--- src/hdl/arlt_pkg.sv ---
`timescale 1ns / 1ps
// Shared types and constants for the address range lock table.
// Used by arlt_ctrl, arlt_datapath and address_range_lock_table; depends on nothing.
package arlt_pkg;

   localparam int ENTRIES   = 16;
   localparam int ADDR_BITS = 32;
   localparam int IDX_W     = (ENTRIES > 1) ? $clog2(ENTRIES) : 1;
   localparam int CNT_W     = $clog2(ENTRIES + 1);
   localparam int HELD_W    = 5;
   localparam int STATUS_W  = 3;
   localparam int REQ_DATA_W = 64;
   localparam int RSP_DATA_W = 8;

   typedef enum logic {
      REQ_LOCK   = 1'b0,
      REQ_UNLOCK = 1'b1
   } req_kind_type;

   typedef enum logic [STATUS_W-1:0] {
      ST_GRANTED   = 3'd0,
      ST_CONFLICT  = 3'd1,
      ST_FULL      = 3'd2,
      ST_ZERO_LEN  = 3'd3,
      ST_NOT_FOUND = 3'd4
   } status_type;

   typedef enum logic {
      CTRL_IDLE = 1'b0,
      CTRL_EXEC = 1'b1
   } ctrl_state_type;

   typedef struct packed {
      logic capture;
      logic commit;
   } dp_cmd_type;

endpackage

--- src/hdl/address_range_lock_table.sv ---
`timescale 1ns / 1ps
// Top level of the address range lock table.
// Depends on arlt_pkg, arlt_ctrl and arlt_datapath.

// The block holds up to 16 non-overlapping half-open address ranges. A lock
// item (tuser low) is granted and stored in the lowest free entry unless its
// length is zero, it overlaps a held range, or the table is full; an unlock
// item (tuser high) frees the range that begins at the given start. Each item
// gives one result item with a status code and the number of ranges held
// afterwards. The request and its end address are first registered; then the
// range is compared against all entries at once and the table is updated.
// The result then waits in an output register while the next item is already
// taken in; that item commits only once the waiting result has been taken.
module address_range_lock_table
   import arlt_pkg::*;
(
   input  logic                  clock,
   input  logic                  reset,
   input  logic                  req_tvalid,
   output logic                  req_tready,
   input  logic [REQ_DATA_W-1:0] req_tdata,  // range_start[31:0], range_length[63:32]
   input  logic                  req_tuser,  // req_type: 0 lock, 1 unlock
   output logic                  rsp_tvalid,
   input  logic                  rsp_tready,
   output logic [RSP_DATA_W-1:0] rsp_tdata   // status[2:0], held_total[7:3]
);

   dp_cmd_type cmd;

   arlt_ctrl u_ctrl (
      .clock      (clock),
      .reset      (reset),
      .req_tvalid (req_tvalid),
      .req_tready (req_tready),
      .rsp_tvalid (rsp_tvalid),
      .rsp_tready (rsp_tready),
      .cmd        (cmd)
   );

   arlt_datapath u_datapath (
      .clock     (clock),
      .reset     (reset),
      .cmd       (cmd),
      .req_tdata (req_tdata),
      .req_tuser (req_tuser),
      .rsp_tdata (rsp_tdata)
   );

endmodule

--- src/hdl/arlt_ctrl.sv ---
`timescale 1ns / 1ps
// Controller for the address range lock table: handshakes and sequencing.
// Depends on arlt_pkg; drives the command struct of arlt_datapath.
module arlt_ctrl
   import arlt_pkg::*;
(
   input  logic       clock,
   input  logic       reset,
   input  logic       req_tvalid,
   output logic       req_tready,
   output logic       rsp_tvalid,
   input  logic       rsp_tready,
   output dp_cmd_type cmd
);

   ctrl_state_type state_ff, state_in;
   logic           rsp_valid_ff, rsp_valid_in;

   always_ff @(posedge clock) begin
      if (reset) begin
         state_ff     <= CTRL_IDLE;
         rsp_valid_ff <= 1'b0;
      end else begin
         state_ff     <= state_in;
         rsp_valid_ff <= rsp_valid_in;
      end
   end

   always_comb begin
      state_in    = state_ff;
      req_tready  = 1'b0;
      cmd.capture = 1'b0;
      cmd.commit  = 1'b0;
      case (state_ff)
         CTRL_IDLE: begin
            req_tready  = 1'b1;
            cmd.capture = req_tvalid;
            if (req_tvalid) begin
               state_in = CTRL_EXEC;
            end
         end
         CTRL_EXEC: begin
            // The table is updated only when the output register can take the result.
            if (!rsp_valid_ff || rsp_tready) begin
               cmd.commit = 1'b1;
               state_in   = CTRL_IDLE;
            end
         end
         default: begin
            state_in = CTRL_IDLE;
         end
      endcase

      if (cmd.commit) begin
         rsp_valid_in = 1'b1;
      end else if (rsp_tready) begin
         rsp_valid_in = 1'b0;
      end else begin
         rsp_valid_in = rsp_valid_ff;
      end
   end

   assign rsp_tvalid = rsp_valid_ff;

endmodule

--- src/hdl/arlt_datapath.sv ---
`timescale 1ns / 1ps
// Datapath for the address range lock table: request registers, entry table,
// parallel overlap compare, free-entry pick and result register. Depends on arlt_pkg.
module arlt_datapath
   import arlt_pkg::*;
(
   input  logic                  clock,
   input  logic                  reset,
   input  dp_cmd_type            cmd,
   input  logic [REQ_DATA_W-1:0] req_tdata,
   input  logic                  req_tuser,
   output logic [RSP_DATA_W-1:0] rsp_tdata
);

   // Captured request.
   req_kind_type         kind_ff;
   logic [ADDR_BITS-1:0] first_ff;
   logic [ADDR_BITS:0]   limit_ff, limit_in;
   logic                 zero_ff;

   // Entry table.
   logic [ENTRIES-1:0]   entry_valid_ff;
   logic [ADDR_BITS-1:0] entry_first_ff [ENTRIES];
   logic [ADDR_BITS:0]   entry_limit_ff [ENTRIES];
   logic [CNT_W-1:0]     held_ff;

   // Result register.
   status_type           rsp_status_ff;
   logic [HELD_W-1:0]    rsp_held_ff;

   logic [ENTRIES-1:0]   overlap;
   logic [ENTRIES-1:0]   match;
   logic                 free_found, match_found;
   logic [IDX_W-1:0]     free_idx, match_idx;
   status_type           status_in;
   logic                 write_en, clear_en;
   logic [CNT_W-1:0]     held_in;

   assign limit_in = {1'b0, req_tdata[ADDR_BITS-1:0]} + {1'b0, req_tdata[32 +: ADDR_BITS]};

   always_ff @(posedge clock) begin
      if (cmd.capture) begin
         kind_ff  <= req_kind_type'(req_tuser);
         first_ff <= req_tdata[ADDR_BITS-1:0];
         limit_ff <= limit_in;
         zero_ff  <= (req_tdata[32 +: ADDR_BITS] == '0);
      end
   end

   // Two ranges overlap when each starts before the other ends.
   always_comb begin
      free_found  = 1'b0;
      match_found = 1'b0;
      free_idx    = '0;
      match_idx   = '0;
      for (int i = 0; i < ENTRIES; i++) begin
         overlap[i] = entry_valid_ff[i] && ({1'b0, entry_first_ff[i]} < limit_ff)
                      && ({1'b0, first_ff} < entry_limit_ff[i]);
         match[i]   = entry_valid_ff[i] && (entry_first_ff[i] == first_ff);
         if (!entry_valid_ff[i] && !free_found) begin
            free_found = 1'b1;
            free_idx   = IDX_W'(i);
         end
         if (match[i] && !match_found) begin
            match_found = 1'b1;
            match_idx   = IDX_W'(i);
         end
      end
   end

   always_comb begin
      write_en = 1'b0;
      clear_en = 1'b0;
      held_in  = held_ff;
      case (kind_ff)
         REQ_LOCK: begin
            if (zero_ff) begin
               status_in = ST_ZERO_LEN;
            end else if (|overlap) begin
               status_in = ST_CONFLICT;
            end else if (!free_found) begin
               status_in = ST_FULL;
            end else begin
               status_in = ST_GRANTED;
               write_en  = 1'b1;
               held_in   = held_ff + CNT_W'(1);
            end
         end
         REQ_UNLOCK: begin
            if (match_found) begin
               status_in = ST_GRANTED;
               clear_en  = 1'b1;
               if (held_ff != '0) begin
                  held_in = held_ff - CNT_W'(1);
               end
            end else begin
               status_in = ST_NOT_FOUND;
            end
         end
         default: begin
            status_in = ST_NOT_FOUND;
         end
      endcase
   end

   always_ff @(posedge clock) begin
      if (reset) begin
         entry_valid_ff <= '0;
         held_ff        <= '0;
      end else if (cmd.commit) begin
         held_ff <= held_in;
         if (write_en) begin
            entry_valid_ff[free_idx] <= 1'b1;
         end
         if (clear_en) begin
            entry_valid_ff[match_idx] <= 1'b0;
         end
      end
   end

   always_ff @(posedge clock) begin
      if (cmd.commit && write_en) begin
         entry_first_ff[free_idx] <= first_ff;
         entry_limit_ff[free_idx] <= limit_ff;
      end
   end

   always_ff @(posedge clock) begin
      if (cmd.commit) begin
         rsp_status_ff <= status_in;
         rsp_held_ff   <= HELD_W'(held_in);
      end
   end

   assign rsp_tdata = {rsp_held_ff, rsp_status_ff};

endmodule
--- config.mk ---
export PLATFORM = sky130hd
export DESIGN_NAME = address_range_lock_table
export DESIGN_NICKNAME = d
export VERILOG_FILES = /design/src/hdl/arlt_pkg.sv /design/src/hdl/address_range_lock_table.sv /design/src/hdl/arlt_ctrl.sv /design/src/hdl/arlt_datapath.sv
export SDC_FILE = /design/constraint.sdc
export NUM_CORES = 2
export LEC_CHECK = 0
export ABC_AREA = 1
export BUFFER_PORTS_ARGS = -buffer_cell sky130_fd_sc_hd__buf_2
export CAP_MARGIN = 15
export CORE_MARGIN = 2
export CORE_UTILIZATION = 35
export DETAILED_ROUTE_END_ITERATION = 12
export HOLD_SLACK_MARGIN = 0.15
export PLACE_DENSITY = 0.48
export SETUP_SLACK_MARGIN = 0.05
export SLEW_MARGIN = 10
export SYNTH_ARGS = -nofsm -noshare
export SYNTH_HDL_FRONTEND = slang
export SYNTH_HIERARCHICAL = 1
export SYNTH_SLANG_ARGS = --single-unit
--- constraint.sdc ---
create_clock -name clock -period 6.52 [get_ports clock]
set_clock_uncertainty 0.05 [all_clocks]
set_input_delay 0.652 -clock clock [delete_from_list [all_inputs] [get_ports clock]]
set_output_delay 0.652 -clock clock [all_outputs]
set_load 0.1 [all_outputs]
Word level (Yosys, flattened, before mapping) --
Memory sizes are Yosys's and may differ from the RTL's. Cells that the tools add are included.
Operators by class: add/sub/neg operators 3, $lt $le $gt $ge 36, equal/unequal tests 16, multiplexer cells 98, bitwise logic cells 5, reductions and logical operators 131
Operators by type and width (number):
- less-than comparator 32 x 33 -> 1 bit | 32
- equality test 32 bit | 16
- logical AND 1 bit | 81
- two-way mux 16 bit | 4
- two-way mux 4 bit | 16
- two-way mux 1 bit | 52
- logical NOT 1 bit | 45
- adder 32 x 32 -> 33 bit | 1
- two-way mux 3 bit | 11
- logical NOT 32 bit | 1
- two-way mux 5 bit | 5
- bitwise AND 16 bit | 1
- inverter 16 bit | 1
- bitwise OR 16 bit | 1
- OR reduction 16 bit | 1
- less-than comparator 4 x 5 -> 1 bit (second input constant) | 2
- two-way mux 2 bit | 5
- case mux 5 bit (2 select lines) | 1
- demux 1 bit (select 4 bit) | 2
- >= comparator 4 x 1 -> 1 bit (second input constant) | 2
- case mux 3 bit (2 select lines) | 1
- adder 5 x 1 -> 5 bit (second input constant) | 1
- nonzero test 5 bit | 1
- subtractor 5 x 1 -> 5 bit (second input constant) | 1
- 4 further kinds | 5
Word-level totals: register bits after elaboration 98, memory bits (writable) 1040, bits of input ports 69, word-level logic and storage cells 301, memories kept 2
Memory list:
- u_datapath.entry_limit_ff | depth 16, width 33, rd ports 16, clocked after memory_dff 0, write ports 1, RTL line arlt_datapath.sv:24 | logic [ADDR_BITS:0] entry_limit_ff [ENTRIES];
- u_datapath.entry_first_ff | depth 16, width 32, rd ports 16, clocked after memory_dff 0, write ports 1, RTL line arlt_datapath.sv:23 | logic [ADDR_BITS-1:0] entry_first_ff [ENTRIES];

Longest topological paths before layout --
An unclocked memory read counts as a cell.
word-level depth 56, mapped depth 26, mapped depth without buffers 25

Hierarchy --
Netlist, hierarchy kept.
Modules (own cells, without submodules):
- arlt_datapath | times used 1, cells an instance 7566, area each 72470.8 um^2, sequential area each 33902.5 um^2
- arlt_ctrl | times used 1, cells an instance 12, area each 91.3 um^2, sequential area each 40.0 um^2

Worst setup path after synthesis --
No wires, ideal clock.
path kind register to register, from register u_datapath.first_ff[31], to memory u_datapath.entry_first_ff[11][0], enable pin, arrival time 5569 ps, slack 413 ps, cell stages (with the launch flop) 17, buffers on the path 0, period minus slack after synthesis 6107 ps, cells stage by stage edfxtp_1 ha_1 nand4_1 nor2_1 nand3_1 nor4_1 nand3_1 nand3_1 nor2_1 nor2_1 nand2_1 nor2_1 nand4_1 nor2_2 nand2_1 or2_1 nor2_1
Between the ends: cells in the longest elaborated chain, start to end 9, elaborated cells on any way between the ends 39
RTL lines:
- start: declaration | RTL line arlt_datapath.sv:17 | logic [ADDR_BITS-1:0] first_ff;
- start signal: assignment | RTL line arlt_datapath.sv:44 | first_ff <= req_tdata[ADDR_BITS-1:0];
- less-than comparator 32 x 33 -> 1 bit | RTL line arlt_datapath.sv:58 | && ({1'b0, first_ff} < entry_limit_ff[i]);
- logical AND 1 bit | RTL line arlt_datapath.sv:58
- OR reduction 16 bit (*) | RTL line arlt_datapath.sv:79 | end else if (|overlap) begin
- two-way mux 1 bit (*) | RTL line arlt_datapath.sv:79
- two-way mux 1 bit (*) | RTL line arlt_datapath.sv:77 | if (zero_ff) begin
- two-way mux 1 bit (*) | RTL line arlt_datapath.sv:75 | case (kind_ff)
- logical AND 1 bit (*) | RTL line arlt_datapath.sv:122 | if (cmd.commit && write_en) begin
- two-way mux 1 bit (*) | RTL line arlt_datapath.sv:122
- two-way mux 1 bit (implied by the code) (*) | RTL line arlt_datapath.sv:123 | entry_first_ff[free_idx] <= first_ff;
- end: declaration | RTL line arlt_datapath.sv:23
Every way passes the cells marked *; elsewhere a longest branch is shown, timed or not.

Worst setup path in the final report --
from register u_datapath.first_ff[9], to memory u_datapath.entry_first_ff[9][14], enable pin
Same word-level chain as after synthesis.

==> run_results.csv <==
group,metric,value,unit
clock_network,cts_tree,"built",
detailed_routing,detailedRoute.firstPassIterationCount,6,
worst_setup_path,cp_slowest_stage_delay,1020,ps
worst_setup_path,crit_path_end_kind,"register",
worst_setup_path,cp_slowest_cell,"edfxtp_1",
worst_setup_path,r2r_slack,540,ps
worst_setup_path,required,6920,ps
floorplanning,die_h,459,um
timing,timing.final.crit_share,0.917,
worst_setup_path,critPathLaunchType,"register",
synthesis,ys_seq_area_frac,0.468,
worst_setup_path,crit_type,"reg2reg",
detailed_routing,viasPerCell,5.53,
floorplanning,die_x,459,um
place,port-buffer-count,78,
synthesis,async_flop_share,0,
synthesis,synth.distinct_cells,67,
grt,grt_antenna_before_repair,23,
final_layout,fill_cells,20247,
floorplanning,row_count,167,
synthesis,syn_nets,8674,
place,dp_hpwl,222000,um
detailed_routing,drt-total-wl,312000,um
synthesis,syn_area_per_cell,9.58,um^2
final_layout,drive_above_1_share,0.0958,
timing,max_freq,167,MHz
synthesis,ys.flop_type,"edfxtp_1",
grt,grt_pass1_wl,430000,um
pwr,leakage,36.4,nW
clock_network,ctsLongestPathBuffers,3,
synthesis,syn_area,0.0726,mm^2
clock_network,cts.reportedPaths.clkPinSlew,60,ps
synthesis,ys_warn_count,6,
synthesis,ys_ff_latch,1138,
detailed_routing,vias,59945,
grt,grt_max_degree,67,
timing,min_period,5980,ps
pwr,irDropWorstVdd,0.294,mV
timing,relSlewSlack,0.177,
detailed_routing,drtAntennaViolNets,0,
detailed_routing,dr.first_iter.drc_count,7036,
timing,tns,0,ps
timing,holdWs,206,ps
synthesis,synth.area.top_cells,"edfxtp_1, ha_1, nand2_1, inv_1, a21oi_1",
timing,setup_viol,0,
clock_network,clkSinkCount,1138,
synthesis,synth_top_area_frac,0.461,
clock_network,clock_latency,830,ps
worst_setup_path,arrival,6380,ps
floorplanning,start_util,0.351,
clock_network,h-tree-depth,4,
grt,track_usage,0.291,
synthesis,synth_cells,7578,
grt,grt_pass1_vias,57491,
synthesis,yosys.area.top_type,"edfxtp_1",
worst_setup_path,cp_max_fo,32,
clock_network,cts_buffers,144,
floorplanning,coreArea,0.207,mm^2
final_layout,final_common_cell,"nand2_1",
clock_network,cts_root_buffer,"clkbuf_16",
timing,slew_violations,0,
final_layout,area_delta_synth_final,14.6,%
timing,rsz0062_at_grt,"false",
detailed_routing,wire_per_inst,28.8,um
place,gp_congestion,0.998,
final_layout,nNetsFinal,9100,
worst_setup_path,cp_common_cell,"nor2_1",
timing,timing.final.hold_violations,0,
synthesis,synth_edf_count,1115,
grt,grt_overflow,0,
clock_network,post-cts-setup-buffer-count,0,
floorplanning,io_pins,79,
status,status,"finished clean",
detailed_routing,post-route-drc-count,0,
worst_setup_path,crit_path_cell_trace,"buf_4 > ha_1 > nand4_1 > nor4_1 > nand3_1 > nand3_1 > nor2_1 > nor2_1 > nand2_1 > nor2_1 > nand4_1 > nor2_2 > nand2_1 > or2_1 > nor3_4 > buf_4",
run,cap_violations,0,
final_layout,most-common-layout-cells,"nand2_1, edfxtp_1, inv_1",
timing,worst_pin_slew,1220,ps
pwr,p_per_area,236,mW/mm^2
floorplanning,die_area,0.211,mm^2
worst_hold_path,holdCritPathClass,"in2reg",
[synth_stat cells (all sizes together) (2+ instances only)]
master / n
xor2: 121
nor4: 82
clkinv: 3
o2111ai: 17
a31oi: 13
or4: 3
a211oi: 30
o31ai: 3
o221ai: 2
and3: 7
dfxtp: 23
nand4: 354
nor2: 528
o2111a: 4
clkbuf: 9
a21o: 4
nand3b: 19
o41ai: 6
a41oi: 2
nor4b: 9
o21a: 38
edfxtp: 1115
a21boi: 4
and2: 5
nand2: 1453
buf: 90
nor3: 112
o22ai: 20
a21oi: 594
o211ai: 33
xnor2: 74
ha: 1026
o21bai: 15
nor3b: 15
or2: 148
inv: 1113
or3: 4
o21ai: 238
nand3: 235
[stage by stage]
| stage | total power [mW] | worst slack [ps] | instance area (um^2) | utilization | instances |
|---|---|---|---|---|---|
| finish | 19.6 | 542 | 83100 | 0.402 | 10833 |
| detailed placement | 11.7 | 594 | 78200 | 0.378 | 10526 |
| global placement | 11.7 | 213 | 78100 | 0.378 | 10521 |
| global route | 20.2 | 349 | 83100 | 0.402 | 10828 |
| CTS | 19.7 | 568 | 83100 | 0.402 | 10826 |
| floorplan | 10.0 | 413 | 72600 | - | 7578 |
[power by group]
| group | switching [mW] | internal (mW) | total, mW |
|---|---|---|---|
| logic | 2.41 | 0.916 | 3.33 |
| clock network | 3.44 | 4.54 | 7.97 |
| registers | 0.103 | 8.20 | 8.30 |
[flip-flops by register name, summed over array words and instances, names as in the netlist]
register	flops
u_datapath/entry_limit_ff	528
u_datapath/entry_first_ff	512
u_datapath/limit_ff	33
u_datapath/first_ff	32
u_datapath/entry_valid_ff	16
u_datapath/held_ff	5
u_datapath/rsp_held_ff	5
u_datapath/rsp_status_ff	3
u_ctrl/rsp_tvalid	1
u_ctrl/state_ff	1
u_datapath/kind_ff	1
u_datapath/zero_ff	1
[final cells by class]
| cell class | count | area (um^2) | area share |
|---|---|---|---|
| multi-input combinational | 5225 | 33900 | 0.408 |
| clock inverter | 89 | 793 | 0.00954 |
| clock buffer | 175 | 3770 | 0.0454 |
| inverter | 1116 | 4200 | 0.0505 |
| sequential | 1138 | 33900 | 0.408 |
| tap | 2704 | 3380 | 0.0407 |
| antenna | 7 | 17.5 | 0.000211 |
| timing repair buffer | 379 | 3130 | 0.0376 |
[metal layers]
| metal | vias to the layer above | share of wire | track usage |
|---|---|---|---|
| met5 | - | 0.00010 | 0 |
| met4 | 4 | 0.046 | 0.119 |
| met1 | 29427 | 0.43 | 0.391 |
| met3 | 525 | 0.077 | 0.0425 |
| met2 | 2638 | 0.45 | 0.468 |
| li1 | 27351 | - | - |
[cells by family (layout without fill, tap and decap cells)]
kind of cell | after synthesis | after routing | synth area share
XOR/XNOR | 195 | 195 | 0.0235
buffers and inverters | 1215 | 1759 | 0.0668
flip-flops | 1138 | 1138 | 0.468
other | 0 | 7 | 0
adder cells (fa/ha/maj) | 1027 | 1027 | 0.177
AO/OA/AOI/OAI | 1027 | 1027 | 0.0780
AND/OR/NAND/NOR | 2976 | 2976 | 0.187
[repair_timing]
action	CTS	global route
hold buffers	36	0
endpoints found under the hold margin	36	0
gates resized for setup	0	0
[worst max-delay path: cells and delay by family (launching register included)]
family                   cells  cell delay, ps
buffers and inverters        2             990
adder cells (fa/ha/maj)      1             220
AND/OR/NAND/NOR             13            3250
flip-flops                   1            1020
[worst paths after layout]
check             depth (start not counted)               startpoint                                to
setup reg to reg                         16   u_datapath/first_ff[9]  u_datapath/entry_first_ff[9][14]
setup / recovery                         16   u_datapath/first_ff[9]  u_datapath/entry_first_ff[9][14]
hold / removal                            3            req_tdata[63]           u_datapath/limit_ff[32]
hold reg to reg                           0  u_datapath/limit_ff[30]  u_datapath/entry_limit_ff[8][30]
(Power assumes the default switching activity.)
